<file path="config.mk">
export PLATFORM = sky130hd
export DESIGN_NAME = pid_controller_step
export DESIGN_NICKNAME = d
export VERILOG_FILES = /design/src/rtl/pidc_pkg.sv /design/src/rtl/pidc_mul.sv /design/src/rtl/pidc_div.sv /design/src/rtl/pid_controller_step.sv
export VERILOG_INCLUDE_DIRS = /design/src /design/src/rtl
export SDC_FILE = /design/constraint.sdc
export NUM_CORES = 2
export LEC_CHECK = 0
export ABC_AREA = 0
export BUFFER_PORTS_ARGS = -buffer_cell sky130_fd_sc_hd__buf_2
export CORE_ASPECT_RATIO = 1.75
export CORE_MARGIN = 1
export CORE_UTILIZATION = 65
export DETAILED_ROUTE_END_ITERATION = 16
export PLACE_DENSITY = 0.83
export SYNTH_ARGS = -nofsm -noshare
export SYNTH_HDL_FRONTEND = slang
export SYNTH_SLANG_ARGS = --single-unit
</file>
<file path="constraint.sdc">
create_clock -name aclk -period 12.37 [get_ports aclk]
set_input_delay 2.474 -clock aclk [delete_from_list [all_inputs] [get_ports aclk]]
set_output_delay 2.474 -clock aclk [all_outputs]
set_load 0.03 [all_outputs]
</file>
<file path="src/rtl/assert_macros.svh">
// ---------------------------------------------------------------------------
// Assertion macros
// Shared concurrent assertion wrappers, sampled on aclk, off during reset.
// ---------------------------------------------------------------------------
`ifndef ASSERT_MACROS_SVH
`define ASSERT_MACROS_SVH

// check a property on every clock edge outside reset
`define PIDC_ASSERT(label, prop, msg) \
    label: assert property (@(posedge aclk) disable iff (!aresetn) prop) \
        else $error(msg);

// check that a condition never holds outside reset
`define PIDC_ASSERT_NEVER(label, cond, msg) \
    label: assert property (@(posedge aclk) disable iff (!aresetn) !(cond)) \
        else $error(msg);

`endif

</file>
<file path="src/rtl/pidc_pkg.sv">
// ---------------------------------------------------------------------------
// PID controller package
// Widths, register indexes and the output saturation function.
// ---------------------------------------------------------------------------
`default_nettype none

package pidc_pkg;

    localparam int POS_W      = 16;
    localparam int GAIN_W     = 16;
    localparam int GAIN_FRAC  = 8;
    localparam int TICK_W     = 10;
    localparam int OUT_W      = 32;
    localparam int SUM_W      = 40;
    localparam int ERR_W      = POS_W + 1;
    localparam int DIFF_W     = ERR_W + 1;
    localparam int CFG_ADDR_W = 3;
    localparam int CFG_DATA_W = 16;

    localparam int MUL_A_W    = SUM_W;
    localparam int MUL_B_W    = GAIN_W;
    localparam int MUL_P_W    = MUL_A_W + MUL_B_W;
    localparam int MUL_CNT_W  = $clog2(MUL_B_W);

    localparam int D_PROD_W   = DIFF_W + GAIN_W;
    localparam int DIV_N_W    = D_PROD_W - 1;
    localparam int DIV_CNT_W  = $clog2(DIV_N_W);

    localparam int TOTAL_W    = MUL_P_W + 2;
    localparam int SAT_IN_W   = TOTAL_W - GAIN_FRAC;

    localparam logic [TICK_W-1:0] TICK_RESET = TICK_W'(20);

    typedef enum logic [CFG_ADDR_W-1:0] {
        CFG_SET_POINT,
        CFG_GAIN_P,
        CFG_GAIN_I,
        CFG_GAIN_D,
        CFG_TICK_MS
    } cfg_index_t;

    function automatic logic [OUT_W-1:0] sat_out(input logic [SAT_IN_W-1:0] v);
        logic [SAT_IN_W-OUT_W:0] upper;
        logic [OUT_W-1:0]        res;
        upper = v[SAT_IN_W-1:OUT_W-1];
        if (upper == '0 || upper == '1) begin
            res = v[OUT_W-1:0];
        end else if (v[SAT_IN_W-1]) begin
            res = {1'b1, {(OUT_W-1){1'b0}}};
        end else begin
            res = {1'b0, {(OUT_W-1){1'b1}}};
        end
        return res;
    endfunction

endpackage

`default_nettype wire

</file>
<file path="src/rtl/pidc_mul.sv">
// ---------------------------------------------------------------------------
// PID serial multiplier
// Signed shift-add multiplier, one multiplier bit per cycle, LSB first.
// ---------------------------------------------------------------------------
`default_nettype none
`include "assert_macros.svh"

module pidc_mul (
    input  wire logic                          aclk,
    input  wire logic                          aresetn,
    input  wire logic                          start,
    input  wire logic [pidc_pkg::MUL_A_W-1:0]  a,
    input  wire logic [pidc_pkg::MUL_B_W-1:0]  b,
    output logic                               done,
    output logic [pidc_pkg::MUL_P_W-1:0]       product
);
    import pidc_pkg::*;

    logic signed [MUL_A_W+1:0]         hi_reg;
    logic        [MUL_B_W-1:0]         lo_reg;
    logic        [MUL_A_W-1:0]         a_reg;
    logic        [MUL_CNT_W-1:0]       cnt_reg;
    logic                              busy_reg;
    logic                              done_reg;

    logic signed [MUL_A_W+1:0]         a_ext;
    logic signed [MUL_A_W+1:0]         addend;
    logic signed [MUL_A_W+1:0]         acc_sum;
    logic                              last;
    logic        [MUL_P_W-1:0]         full;

    always_comb begin
        a_ext = {{2{a_reg[MUL_A_W-1]}}, a_reg};
        last  = (cnt_reg == MUL_CNT_W'(MUL_B_W - 1));
        if (!lo_reg[0]) begin
            addend = '0;
        end else if (last) begin
            addend = -a_ext;
        end else begin
            addend = a_ext;
        end
        acc_sum = hi_reg + addend;
        full    = {hi_reg[MUL_A_W-1:0], lo_reg};
    end

    always_ff @(posedge aclk) begin
        if (!aresetn) begin
            hi_reg   <= '0;
            lo_reg   <= '0;
            a_reg    <= '0;
            cnt_reg  <= '0;
            busy_reg <= 1'b0;
            done_reg <= 1'b0;
        end else begin
            done_reg <= 1'b0;
            if (start) begin
                hi_reg   <= '0;
                lo_reg   <= b;
                a_reg    <= a;
                cnt_reg  <= '0;
                busy_reg <= 1'b1;
            end else if (busy_reg) begin
                hi_reg  <= acc_sum >>> 1;
                lo_reg  <= {acc_sum[0], lo_reg[MUL_B_W-1:1]};
                cnt_reg <= cnt_reg + MUL_CNT_W'(1);
                if (last) begin
                    busy_reg <= 1'b0;
                    done_reg <= 1'b1;
                end
            end
        end
    end

    assign done    = done_reg;
    assign product = full;

    `PIDC_ASSERT(a_mul_no_restart, start |-> !busy_reg, "multiplier started while busy")
    `PIDC_ASSERT(a_mul_done_after_run, done_reg |-> $past(busy_reg), "done without a run")

endmodule

`default_nettype wire

</file>
<file path="src/rtl/pidc_div.sv">
// ---------------------------------------------------------------------------
// PID serial divider
// Unsigned restoring divider, one quotient bit per cycle, MSB first.
// ---------------------------------------------------------------------------
`default_nettype none
`include "assert_macros.svh"

module pidc_div (
    input  wire logic                          aclk,
    input  wire logic                          aresetn,
    input  wire logic                          start,
    input  wire logic [pidc_pkg::DIV_N_W-1:0]  dividend,
    input  wire logic [pidc_pkg::TICK_W-1:0]   divisor,
    output logic                               done,
    output logic [pidc_pkg::DIV_N_W-1:0]       quotient
);
    import pidc_pkg::*;

    logic [DIV_N_W-1:0]   n_reg;
    logic [TICK_W-1:0]    r_reg;
    logic [TICK_W-1:0]    d_reg;
    logic [DIV_CNT_W-1:0] cnt_reg;
    logic                 busy_reg;
    logic                 done_reg;

    logic [TICK_W:0]      trial;
    logic [TICK_W:0]      trial_diff;
    logic                 q_bit;
    logic                 last;

    always_comb begin
        trial      = {r_reg, n_reg[DIV_N_W-1]};
        trial_diff = trial - {1'b0, d_reg};
        q_bit      = (trial >= {1'b0, d_reg});
        last       = (cnt_reg == DIV_CNT_W'(DIV_N_W - 1));
    end

    always_ff @(posedge aclk) begin
        if (!aresetn) begin
            n_reg    <= '0;
            r_reg    <= '0;
            d_reg    <= '0;
            cnt_reg  <= '0;
            busy_reg <= 1'b0;
            done_reg <= 1'b0;
        end else begin
            done_reg <= 1'b0;
            if (start) begin
                n_reg    <= dividend;
                r_reg    <= '0;
                d_reg    <= divisor;
                cnt_reg  <= '0;
                busy_reg <= 1'b1;
            end else if (busy_reg) begin
                r_reg   <= q_bit ? trial_diff[TICK_W-1:0] : trial[TICK_W-1:0];
                n_reg   <= {n_reg[DIV_N_W-2:0], q_bit};
                cnt_reg <= cnt_reg + DIV_CNT_W'(1);
                if (last) begin
                    busy_reg <= 1'b0;
                    done_reg <= 1'b1;
                end
            end
        end
    end

    assign done     = done_reg;
    assign quotient = n_reg;

    `PIDC_ASSERT(a_div_done_after_run, done_reg |-> $past(busy_reg) && !busy_reg, "bad div done")

endmodule

`default_nettype wire

</file>
<file path="src/rtl/pid_controller_step.sv">
// ---------------------------------------------------------------------------
// Discrete PID controller step
// One position sample in, one saturated control value and its change out.
//
//   channel | ports                                   | direction
//   s_      | s_valid s_ready s_measured_position     | in
//   m_      | m_valid m_ready m_control_value/change  | out
//   cfg_    | cfg_wr_en cfg_addr cfg_wdata            | in, write only
//
// Each result takes four 16-step serial multiplies and a 33-step serial
// divide, then scaling.
// s_ready is high only while idle and out of reset; a new sample is taken
// while the last result still waits on m_ready, which holds until the
// transaction completes.
// Synchronous reset clears the loop state and registers (dt to 1), tick_ms to 20.
// ---------------------------------------------------------------------------
`default_nettype none
`include "assert_macros.svh"

module pid_controller_step (
    input  wire logic                             aclk,
    input  wire logic                             aresetn,
    input  wire logic                             s_valid,
    output logic                                  s_ready,
    input  wire logic [pidc_pkg::POS_W-1:0]       s_measured_position,
    output logic                                  m_valid,
    input  wire logic                             m_ready,
    output logic [pidc_pkg::OUT_W-1:0]            m_control_value,
    output logic [pidc_pkg::OUT_W-1:0]            m_control_change,
    input  wire logic                             cfg_wr_en,
    input  wire logic [pidc_pkg::CFG_ADDR_W-1:0]  cfg_addr,
    input  wire logic [pidc_pkg::CFG_DATA_W-1:0]  cfg_wdata
);
    import pidc_pkg::*;

    typedef enum logic [3:0] {
        S_IDLE,
        S_EDT_GO,
        S_EDT_WAIT,
        S_P_GO,
        S_P_WAIT,
        S_I_GO,
        S_I_WAIT,
        S_D_GO,
        S_D_WAIT,
        S_DIV_GO,
        S_DIV_WAIT,
        S_SCALE,
        S_FINISH
    } state_t;

    state_t              state_reg;

    logic [POS_W-1:0]    set_point_reg;
    logic [GAIN_W-1:0]   gain_p_reg;
    logic [GAIN_W-1:0]   gain_i_reg;
    logic [GAIN_W-1:0]   gain_d_reg;
    logic [TICK_W-1:0]   tick_ms_reg;

    logic [ERR_W-1:0]    prev_error_reg;
    logic [SUM_W-1:0]    error_sum_reg;
    logic [OUT_W-1:0]    prev_control_reg;

    logic [ERR_W-1:0]    err_reg;
    logic [DIFF_W-1:0]   diff_reg;
    logic [TICK_W-1:0]   dt_reg;
    logic [TOTAL_W-1:0]  total_reg;
    logic                neg_reg;
    logic [DIV_N_W-1:0]  div_n_reg;
    logic [OUT_W-1:0]    ctrl_reg;

    logic                m_valid_reg;
    logic [OUT_W-1:0]    m_control_value_reg;
    logic [OUT_W-1:0]    m_control_change_reg;

    logic [ERR_W-1:0]    err_next;
    logic [DIFF_W-1:0]   diff_next;
    logic [SUM_W:0]      sum_wide;
    logic [SUM_W-1:0]    sum_next;
    logic [D_PROD_W-1:0] d_prod;
    logic [D_PROD_W-1:0] d_mag;
    logic [TOTAL_W-1:0]  p_ext;
    logic [TOTAL_W-1:0]  q_ext;
    logic [TOTAL_W-1:0]  q_term;
    logic [TOTAL_W-1:0]  t_adj;
    logic [OUT_W-1:0]    ctrl_next;
    logic [OUT_W:0]      change_wide;
    logic [OUT_W-1:0]    change_next;
    logic                out_free;

    logic                mul_start;
    logic [MUL_A_W-1:0]  mul_a;
    logic [MUL_B_W-1:0]  mul_b;
    logic                mul_done;
    logic [MUL_P_W-1:0]  mul_product;
    logic                div_start;
    logic                div_done;
    logic [DIV_N_W-1:0]  div_quotient;

    pidc_mul u_mul (
        .aclk    (aclk),
        .aresetn (aresetn),
        .start   (mul_start),
        .a       (mul_a),
        .b       (mul_b),
        .done    (mul_done),
        .product (mul_product)
    );

    pidc_div u_div (
        .aclk     (aclk),
        .aresetn  (aresetn),
        .start    (div_start),
        .dividend (div_n_reg),
        .divisor  (dt_reg),
        .done     (div_done),
        .quotient (div_quotient)
    );

    always_comb begin
        err_next  = {set_point_reg[POS_W-1], set_point_reg}
                  - {s_measured_position[POS_W-1], s_measured_position};
        diff_next = {err_next[ERR_W-1], err_next} - {prev_error_reg[ERR_W-1], prev_error_reg};

        sum_wide = {error_sum_reg[SUM_W-1], error_sum_reg} + mul_product[SUM_W:0];
        if (sum_wide[SUM_W] != sum_wide[SUM_W-1]) begin
            sum_next = sum_wide[SUM_W] ? {1'b1, {(SUM_W-1){1'b0}}}
                                       : {1'b0, {(SUM_W-1){1'b1}}};
        end else begin
            sum_next = sum_wide[SUM_W-1:0];
        end

        d_prod = mul_product[D_PROD_W-1:0];
        d_mag  = d_prod[D_PROD_W-1] ? -d_prod : d_prod;
        p_ext  = {{(TOTAL_W-MUL_P_W){mul_product[MUL_P_W-1]}}, mul_product};
        q_ext  = {{(TOTAL_W-DIV_N_W){1'b0}}, div_quotient};
        q_term = neg_reg ? -q_ext : q_ext;

        t_adj     = total_reg + {{(TOTAL_W-GAIN_FRAC){1'b0}},
                                 {GAIN_FRAC{total_reg[TOTAL_W-1]}}};
        ctrl_next = sat_out(t_adj[TOTAL_W-1:GAIN_FRAC]);

        change_wide = {ctrl_reg[OUT_W-1], ctrl_reg}
                    - {prev_control_reg[OUT_W-1], prev_control_reg};
        change_next = sat_out({{(SAT_IN_W-OUT_W-1){change_wide[OUT_W]}}, change_wide});

        out_free = !m_valid_reg || m_ready;
    end

    always_comb begin
        mul_start = 1'b0;
        mul_a     = {{(MUL_A_W-ERR_W){err_reg[ERR_W-1]}}, err_reg};
        mul_b     = {{(MUL_B_W-TICK_W){1'b0}}, dt_reg};
        case (state_reg)
            S_EDT_GO: begin
                mul_start = 1'b1;
            end
            S_P_GO: begin
                mul_start = 1'b1;
                mul_b     = gain_p_reg;
            end
            S_I_GO: begin
                mul_start = 1'b1;
                mul_a     = error_sum_reg;
                mul_b     = gain_i_reg;
            end
            S_D_GO: begin
                mul_start = 1'b1;
                mul_a     = {{(MUL_A_W-DIFF_W){diff_reg[DIFF_W-1]}}, diff_reg};
                mul_b     = gain_d_reg;
            end
            default: begin
                mul_start = 1'b0;
            end
        endcase
        div_start = (state_reg == S_DIV_GO);
    end

    always_ff @(posedge aclk) begin
        if (!aresetn) begin
            set_point_reg <= '0;
            gain_p_reg    <= '0;
            gain_i_reg    <= '0;
            gain_d_reg    <= '0;
            tick_ms_reg   <= TICK_RESET;
        end else if (cfg_wr_en) begin
            case (cfg_index_t'(cfg_addr))
                CFG_SET_POINT: set_point_reg <= cfg_wdata[POS_W-1:0];
                CFG_GAIN_P:    gain_p_reg    <= cfg_wdata[GAIN_W-1:0];
                CFG_GAIN_I:    gain_i_reg    <= cfg_wdata[GAIN_W-1:0];
                CFG_GAIN_D:    gain_d_reg    <= cfg_wdata[GAIN_W-1:0];
                CFG_TICK_MS:   tick_ms_reg   <= cfg_wdata[TICK_W-1:0];
                default: begin
                end
            endcase
        end
    end

    always_ff @(posedge aclk) begin
        if (!aresetn) begin
            state_reg            <= S_IDLE;
            prev_error_reg       <= '0;
            error_sum_reg        <= '0;
            prev_control_reg     <= '0;
            err_reg              <= '0;
            diff_reg             <= '0;
            dt_reg               <= TICK_W'(1);
            total_reg            <= '0;
            neg_reg              <= 1'b0;
            div_n_reg            <= '0;
            ctrl_reg             <= '0;
            m_valid_reg          <= 1'b0;
            m_control_value_reg  <= '0;
            m_control_change_reg <= '0;
        end else begin
            if (m_valid_reg && m_ready && state_reg != S_FINISH) begin
                m_valid_reg <= 1'b0;
            end
            case (state_reg)
                S_IDLE: begin
                    if (s_valid) begin
                        err_reg        <= err_next;
                        diff_reg       <= diff_next;
                        prev_error_reg <= err_next;
                        dt_reg         <= (tick_ms_reg == '0) ? TICK_W'(1) : tick_ms_reg;
                        state_reg      <= S_EDT_GO;
                    end
                end
                S_EDT_GO: state_reg <= S_EDT_WAIT;
                S_EDT_WAIT: begin
                    if (mul_done) begin
                        error_sum_reg <= sum_next;
                        state_reg     <= S_P_GO;
                    end
                end
                S_P_GO: state_reg <= S_P_WAIT;
                S_P_WAIT: begin
                    if (mul_done) begin
                        total_reg <= p_ext;
                        state_reg <= S_I_GO;
                    end
                end
                S_I_GO: state_reg <= S_I_WAIT;
                S_I_WAIT: begin
                    if (mul_done) begin
                        total_reg <= total_reg + p_ext;
                        state_reg <= S_D_GO;
                    end
                end
                S_D_GO: state_reg <= S_D_WAIT;
                S_D_WAIT: begin
                    if (mul_done) begin
                        neg_reg   <= d_prod[D_PROD_W-1];
                        div_n_reg <= d_mag[DIV_N_W-1:0];
                        state_reg <= S_DIV_GO;
                    end
                end
                S_DIV_GO: state_reg <= S_DIV_WAIT;
                S_DIV_WAIT: begin
                    if (div_done) begin
                        total_reg <= total_reg + q_term;
                        state_reg <= S_SCALE;
                    end
                end
                S_SCALE: begin
                    ctrl_reg  <= ctrl_next;
                    state_reg <= S_FINISH;
                end
                S_FINISH: begin
                    if (out_free) begin
                        m_valid_reg          <= 1'b1;
                        m_control_value_reg  <= ctrl_reg;
                        m_control_change_reg <= change_next;
                        prev_control_reg     <= ctrl_reg;
                        state_reg            <= S_IDLE;
                    end
                end
                default: state_reg <= S_IDLE;
            endcase
        end
    end

    assign s_ready          = (state_reg == S_IDLE) && aresetn;
    assign m_valid          = m_valid_reg;
    assign m_control_value  = m_control_value_reg;
    assign m_control_change = m_control_change_reg;

    `PIDC_ASSERT(a_accept_starts, s_valid && s_ready |=> state_reg == S_EDT_GO, "no start")
    `PIDC_ASSERT(a_result_from_finish, $rose(m_valid_reg) |-> $past(state_reg == S_FINISH), "stray result")
    `PIDC_ASSERT(a_hold, m_valid && !m_ready |=> m_valid && $stable(m_control_value), "result dropped")

endmodule

`default_nettype wire
</file>
Word level (Yosys, flattened, before mapping)
Cells that the tools add are included.
{"block": "classes", "n_addsub": 14, "order_cmp": 1, "eq_ne": 29, "mux": 42, "bitwise_logic": 3, "reduce_logical": 31}
{"op": "2-to-1 mux 58 bit", "count": 4}
{"op": "one-hot mux 58 bit (3 select lines)", "count": 1}
{"op": "2-to-1 mux 32 bit", "count": 4}
{"op": "adder 58 bit", "count": 2}
{"op": "2-to-1 mux 33 bit", "count": 3}
{"op": "2-to-1 mux 42 bit", "count": 2}
{"op": "2-to-1 mux 40 bit", "count": 2}
{"op": "one-hot mux 40 bit (2 select lines)", "count": 1}
{"op": "adder 58 x 8 -> 58 bit", "count": 1}
{"op": "negation 33 -> 58 bit", "count": 1}
{"op": "one-hot mux 4 bit (13 select lines)", "count": 1}
{"op": "one-hot mux 16 bit (3 select lines)", "count": 1}
{"op": "adder 41 x 42 -> 42 bit", "count": 1}
{"op": "negation 40 -> 42 bit", "count": 1}
{"op": "adder 41 bit", "count": 1}
{"op": "== test 19 bit (second input constant)", "count": 2}
{"op": "zero test 19 bit", "count": 2}
{"op": "negation 33 bit", "count": 1}
{"op": "subtractor 32 x 32 -> 33 bit", "count": 1}
{"op": "2-to-1 mux 16 bit", "count": 2}
{"op": "2-to-1 mux 4 bit", "count": 7}
{"op": "== test 4 bit (second input constant)", "count": 6}
{"op": "2-to-1 mux 10 bit", "count": 2}
{"op": "AND reduction 2 bit", "count": 9}
{"op": "32 further kinds", "count": 62}
{"block": "word_totals", "reg_bits": 516, "in_bits": 40, "out_inout_bits": 66, "elab_cells": 149}

Depth between registers and ports, before layout
{"block": "depth", "depth_word": 6, "ltp_mapped": 24, "ltp_nobuf": 23}

Cells and area by module
Synthesis repeated with hierarchy kept, for this count alone.
{"block": "hier_totals", "hier_cells": 4782, "hier_area_um2": 36158.4}
{"mod": "pid_controller_step", "n_inst": 1, "cells_per_inst": 3459, "area_each_um2": 25197.9, "seq_area_each_um2": 7046.8}
{"mod": "pidc_mul", "n_inst": 1, "cells_per_inst": 948, "area_each_um2": 7718.7, "seq_area_each_um2": 2062.0}
{"mod": "pidc_div", "n_inst": 1, "cells_per_inst": 375, "area_each_um2": 3241.9, "seq_area_each_um2": 1221.2}

Least setup slack after synthesis
No wires, ideal clock.
{"block": "synth_timing", "path_type": "input-to-reg", "start": "input s_measured_position[0] in the netlist's numbering", "end": "register diff_reg[15]", "setup_ns": 0.132, "t_arrival_ns": 5.780, "required_ns": 12.238, "setup_slack_ns": 6.457, "cell_stages": 20, "n_path_buf": 0, "cell_sequence": "ha_1 > inv_1 > fa_1 > a21o_1 > a21oi_1 > o21bai_1 > a21oi_1 > o21bai_1 > a211o_1 > a21oi_1 > o2bb2ai_1 > nor2_1 > nor4_1 > nor2_1 > ha_1 > a21oi_1 > o21ai_0 > or2_2 > nand3_1 > a21oi_1"}
{"block": "synth_between", "elab_chain_len": 2}
{"item": "start, declared", "line_no": "pid_controller_step.sv:25", "rtl": "input wire logic [pidc_pkg::POS_W-1:0] s_measured_position,"}
{"item": "subtractor 16 x 16 -> 17 bit", "line_no": "pid_controller_step.sv:122", "rtl": "- {s_measured_position[POS_W-1], s_measured_position};"}
{"item": "net err_next[14]", "line_no": "pid_controller_step.sv:76", "rtl": "logic [ERR_W-1:0] err_next;"}
{"item": "subtractor 17 x 17 -> 18 bit", "line_no": "pid_controller_step.sv:123", "rtl": "diff_next = {err_next[ERR_W-1], err_next} - {prev_error_reg[ERR_W-1], prev_error_reg};"}
{"item": "end signal, assigned", "line_no": "pid_controller_step.sv:223", "rtl": "diff_reg <= diff_next;"}
{"item": "end, declared", "line_no": "pid_controller_step.sv:65", "rtl": "logic [DIFF_W-1:0] diff_reg;"}
The timed path passes the listed nets, and every way through them passes these cells.
A chain may end at the register's enable or synchronous reset.

Worst setup path after layout
{"block": "layout_timing", "start": "register u_div.n_reg[6], in the netlist u_div.quotient[6]", "end": "register total_reg[53]"}
{"block": "layout_between", "elab_chain_len": 5}
{"item": "start, declared", "line_no": "pidc_div.sv:19", "rtl": "logic [DIV_N_W-1:0] n_reg;"}
{"item": "start signal, assigned", "line_no": "pidc_div.sv:49", "rtl": "n_reg <= dividend;"}
{"item": "start signal, assigned", "line_no": "pidc_div.sv:56", "rtl": "n_reg <= {n_reg[DIV_N_W-2:0], q_bit};"}
{"item": "negation 33 -> 58 bit", "line_no": "pid_controller_step.sv:137", "rtl": "q_term = neg_reg ? -q_ext : q_ext;"}
{"item": "2-to-1 mux 58 bit (*)", "line_no": "pid_controller_step.sv:137"}
{"item": "adder 58 bit (*)", "line_no": "pid_controller_step.sv:261", "rtl": "total_reg <= total_reg + q_term;"}
{"item": "2-to-1 mux 58 bit (*)", "line_no": "pid_controller_step.sv:260", "rtl": "if (div_done) begin"}
{"item": "one-hot mux 58 bit (3 select lines) (*)", "line_no": "pid_controller_step.sv:219", "rtl": "case (state_reg)"}
{"item": "end signal, assigned", "line_no": "pid_controller_step.sv:239", "rtl": "total_reg <= p_ext;"}
{"item": "end signal, assigned", "line_no": "pid_controller_step.sv:246", "rtl": "total_reg <= total_reg + p_ext;"}
{"item": "end signal, assigned", "line_no": "pid_controller_step.sv:261"}
{"item": "end, declared", "line_no": "pid_controller_step.sv:67", "rtl": "logic [TOTAL_W-1:0] total_reg;"}
Every way passes the cells marked *; elsewhere a longest branch is shown, timed or not. The select of a mux whose other input is x is not followed.

==> run_results.csv <==
group,metric,value,unit
grt,antenna_found_initial,0,
cells_and_area,num_antenna_cells,0,
setup_path,slowest_delay,0.59,ns
die,dieWidth,176.7,um
flow_run,maxCapViolCount,0,
setup_path,crit_chain,"or4_1 > nor3_1 > or3b_2 > nand2b_1 > or3_1 > nor2_1 > inv_1 > o21ai_0 > xor2_1 > o21ai_0 > ha_1 > a21oi_1 > o21ai_0 > a211oi_1 > nand3_1 > o2bb2ai_1 > a2111o_1 > a21oi_1 > a311oi_1 > xnor2_1 > nand2_1 > a21oi_1",
clock_tree,postCtsSetupRepairBufs,0,
setup_path,crit_family,"simple AND/OR/NAND/NOR gates",
cells_and_area,final_common_cell,"nand2_1",
setup_path,crit_arrival,6.71,ns
drt,totalWireLength,94.14,mm
grt,grt_overflow_total,0,
drt,drt_iter0_markers,2166,
timing,max_slew.worst_pin.slew,1.217,ns
grt,grt_pass1_wl,151.0,mm
cells_and_area,drive_above_1_share,6.520,%
timing,min_period_over_period,49.86,%
clock_tree,clkTransAtPathRegs,0.07,ns
die,boundaryPins,106,
cells_and_area,final_cell_area,37060,sq um
placement,place_ws,5.873,ns
clock_tree,root_buffer,"clkbuf_16",
outcome,status,"finished, final reports clean",
clock_tree,cts.sinks,516,
placement,place_hpwl,68.75,mm
timing,finalMaxSlewViolations,0,
cells_and_area,final_cell_mix,"nand2_1, a21oi_1, dfxtp_1, nor2_1, o21ai_0",
clock_tree,clock_latency,0.62,ns
placement,place_congestion,0.9742,
timing,finalHoldViolations,0,
timing,final-setup-viol-count,0,
yosys,synth_nets,4848,
cells_and_area,finalNetCount,4779,
clock_tree,clock_path_buffers,3,
die,fp.dieH,307.7,um
pwr,power_density,106.0,nW/um^2
yosys,ys_seq_elements,516,
timing,finClkSkew,0.03736,ns
grt,grt_max_degree,105,
pwr,leakagePower,14.84,nW
drt,via_per_inst,6.254,
clock_tree,cts_tree,"done",
grt,grt_usage,33.98,%
timing,timing.setup.tns,0,ns
placement,placed_cell_area,35480,sq um
setup_path,cp-start-kind,"flop",
drt,dr.pass1.iters,6,
cells_and_area,utilization,70.59,%
clock_tree,numCtsBuffers,49,
yosys,synth_flop_cell,"dfxtp_1",
cells_and_area,final_cell_count_no_fill,5218,
grt,grt_pass1_vias,31370,
worst_hold_path,worstHoldPathCells,2,
setup_path,path_max_fanout,7,
setup_path,criticalPathCategory,"reg2reg",
die,start_util,66.11,%
setup_path,path_depth,22,
placement,post-place-cells,5129,
placement,portBuffers,105,
worst_hold_path,worstHoldPathType,"reg2reg",
clock_tree,cts.htree.levels,2,
drt,drtAntennaViolNets,0,
setup_path,worstPathRequired,12.92,ns
drt,drc,0,
die,rows,111,
timing,slew_headroom,18.55,%
cells_and_area,largest_reg_flops,58,
drt,routed-via-count,32640,
yosys,ys_types,78,
yosys,avgSynthCellArea,7.592,sq um
cells_and_area,area_growth,6.789,%
setup_path,worst_path_max_delay_cell,"or4_1",
yosys,async_reset_ff_share,0,%
timing,fin_ws,6.202,ns
die,die_area,54360,sq um
pwr,ir_drop,105.5,uV
timing,max_freq,0.1621,GHz
setup_path,worst-path-buf-inv,1,
yosys,ys_seq_area_share,29.77,%
yosys,ys_warn_count,0,
clock_tree,holdBufCountCts,0,
setup_path,rr_worst_depth,22,
clock_tree,post_cts_resized,0,
drt,wire_per_inst,18.04,um
timing,rsz0062_at_grt,"false",
yosys,syn-cell-area,34700,sq um
yosys,syn_inst,4571,
yosys,synth_edf_count,0,
timing,period_needed,6.168,ns
die,core-area,52500,sq um
setup_path,cp-end-kind,"flop",
[synthesized netlist by cell type, types with 63 or more instances]
cell type | n | area, sq um
clkbuf_1 | 240 | 900.9
xnor2_1 | 161 | 1410
o21ai_0 | 328 | 1642
inv_1 | 147 | 551.8
ha_1 | 230 | 2878
nor3_1 | 63 | 315.3
nand3_1 | 79 | 395.4
nand2_1 | 659 | 2474
a21o_1 | 103 | 773.2
mux2i_1 | 107 | 1071
a21oi_1 | 573 | 2868
a211oi_1 | 134 | 1006
xor2_1 | 153 | 1340
dfxtp_1 | 516 | 10330
nor2_1 | 398 | 1494
[worst register-to-register path: stages, from the launching register on]
cell       delay (ns)
dfxtp_1          0.36
or4_1            0.59
nor3_1           0.34
or3b_2           0.54
nand2b_1         0.22
or3_1            0.41
nor2_1           0.20
inv_1            0.08
o21ai_0          0.19
xor2_1           0.15
o21ai_0          0.10
ha_1             0.39
a21oi_1          0.16
o21ai_0          0.15
a211oi_1         0.32
nand3_1          0.11
o2bb2ai_1        0.56
a2111o_1         0.32
a21oi_1          0.18
a311oi_1         0.36
xnor2_1          0.16
nand2_1          0.07
a21oi_1          0.14
[power breakdown]
group	internal [mW]	switching, mW	total [mW]
Combinational	0.231	0.390	0.621
Clock	0.828	0.686	1.51
Sequential	1.72	0.0744	1.79
[area by class of cell]
cell class | instances | area (sq um)
Tap cell | 678 | 848.3
Sequential cell | 516 | 10330
Inverter | 148 | 563.0
Clock inverter | 21 | 245.2
Multi-Input combinational cell | 3632 | 22830
Clock buffer | 68 | 1338
Fill cell | 4418 | 15440
Timing Repair Buffer | 155 | 903.4
[logic make-up (layout without fill, tap and decap cells)]
kind of cell,Yosys count,count (layout),synth area share [%]
mux,124,124,3.962
buf+inv,423,392,4.611
fa+ha+maj,271,271,9.677
compound gates,1458,1458,25.49
simple gates,1465,1465,18.57
xor+xnor,314,314,7.924
flops,516,516,29.77
[path summary, 6_finish.rpt]
| check | endpoint | start | slack, ns |
|---|---|---|---|
| worst min register to register | diff_reg[12] | diff_reg[12] | 0.45 |
| worst min-delay path | diff_reg[12] | diff_reg[12] | 0.45 |
| worst max-delay path | total_reg[53] | u_div.quotient[6] | 6.20 |
| worst max register to register | total_reg[53] | u_div.quotient[6] | 6.20 |
[per-layer routing]
layer  global-route usage (%)  routed length, um  part of all wire [%]
met1                    34.51              34610                    37
met4                    23.52               6573                   7.0
met3                    3.704               4762                   5.1
met2                    63.81              48190                    51
met5                        0                  0                     0
[metrics by stage]
step                      hold WS [ns]  power (mW)
after detailed placement        0.4402       2.436
after global routing            0.4651       4.084
after floorplan                 0.4287       2.267
after global placement          0.4377       2.421
after CTS                       0.4487       3.938
final                           0.4504       3.928
No activity file was read; power rests on OpenSTA's default activity.
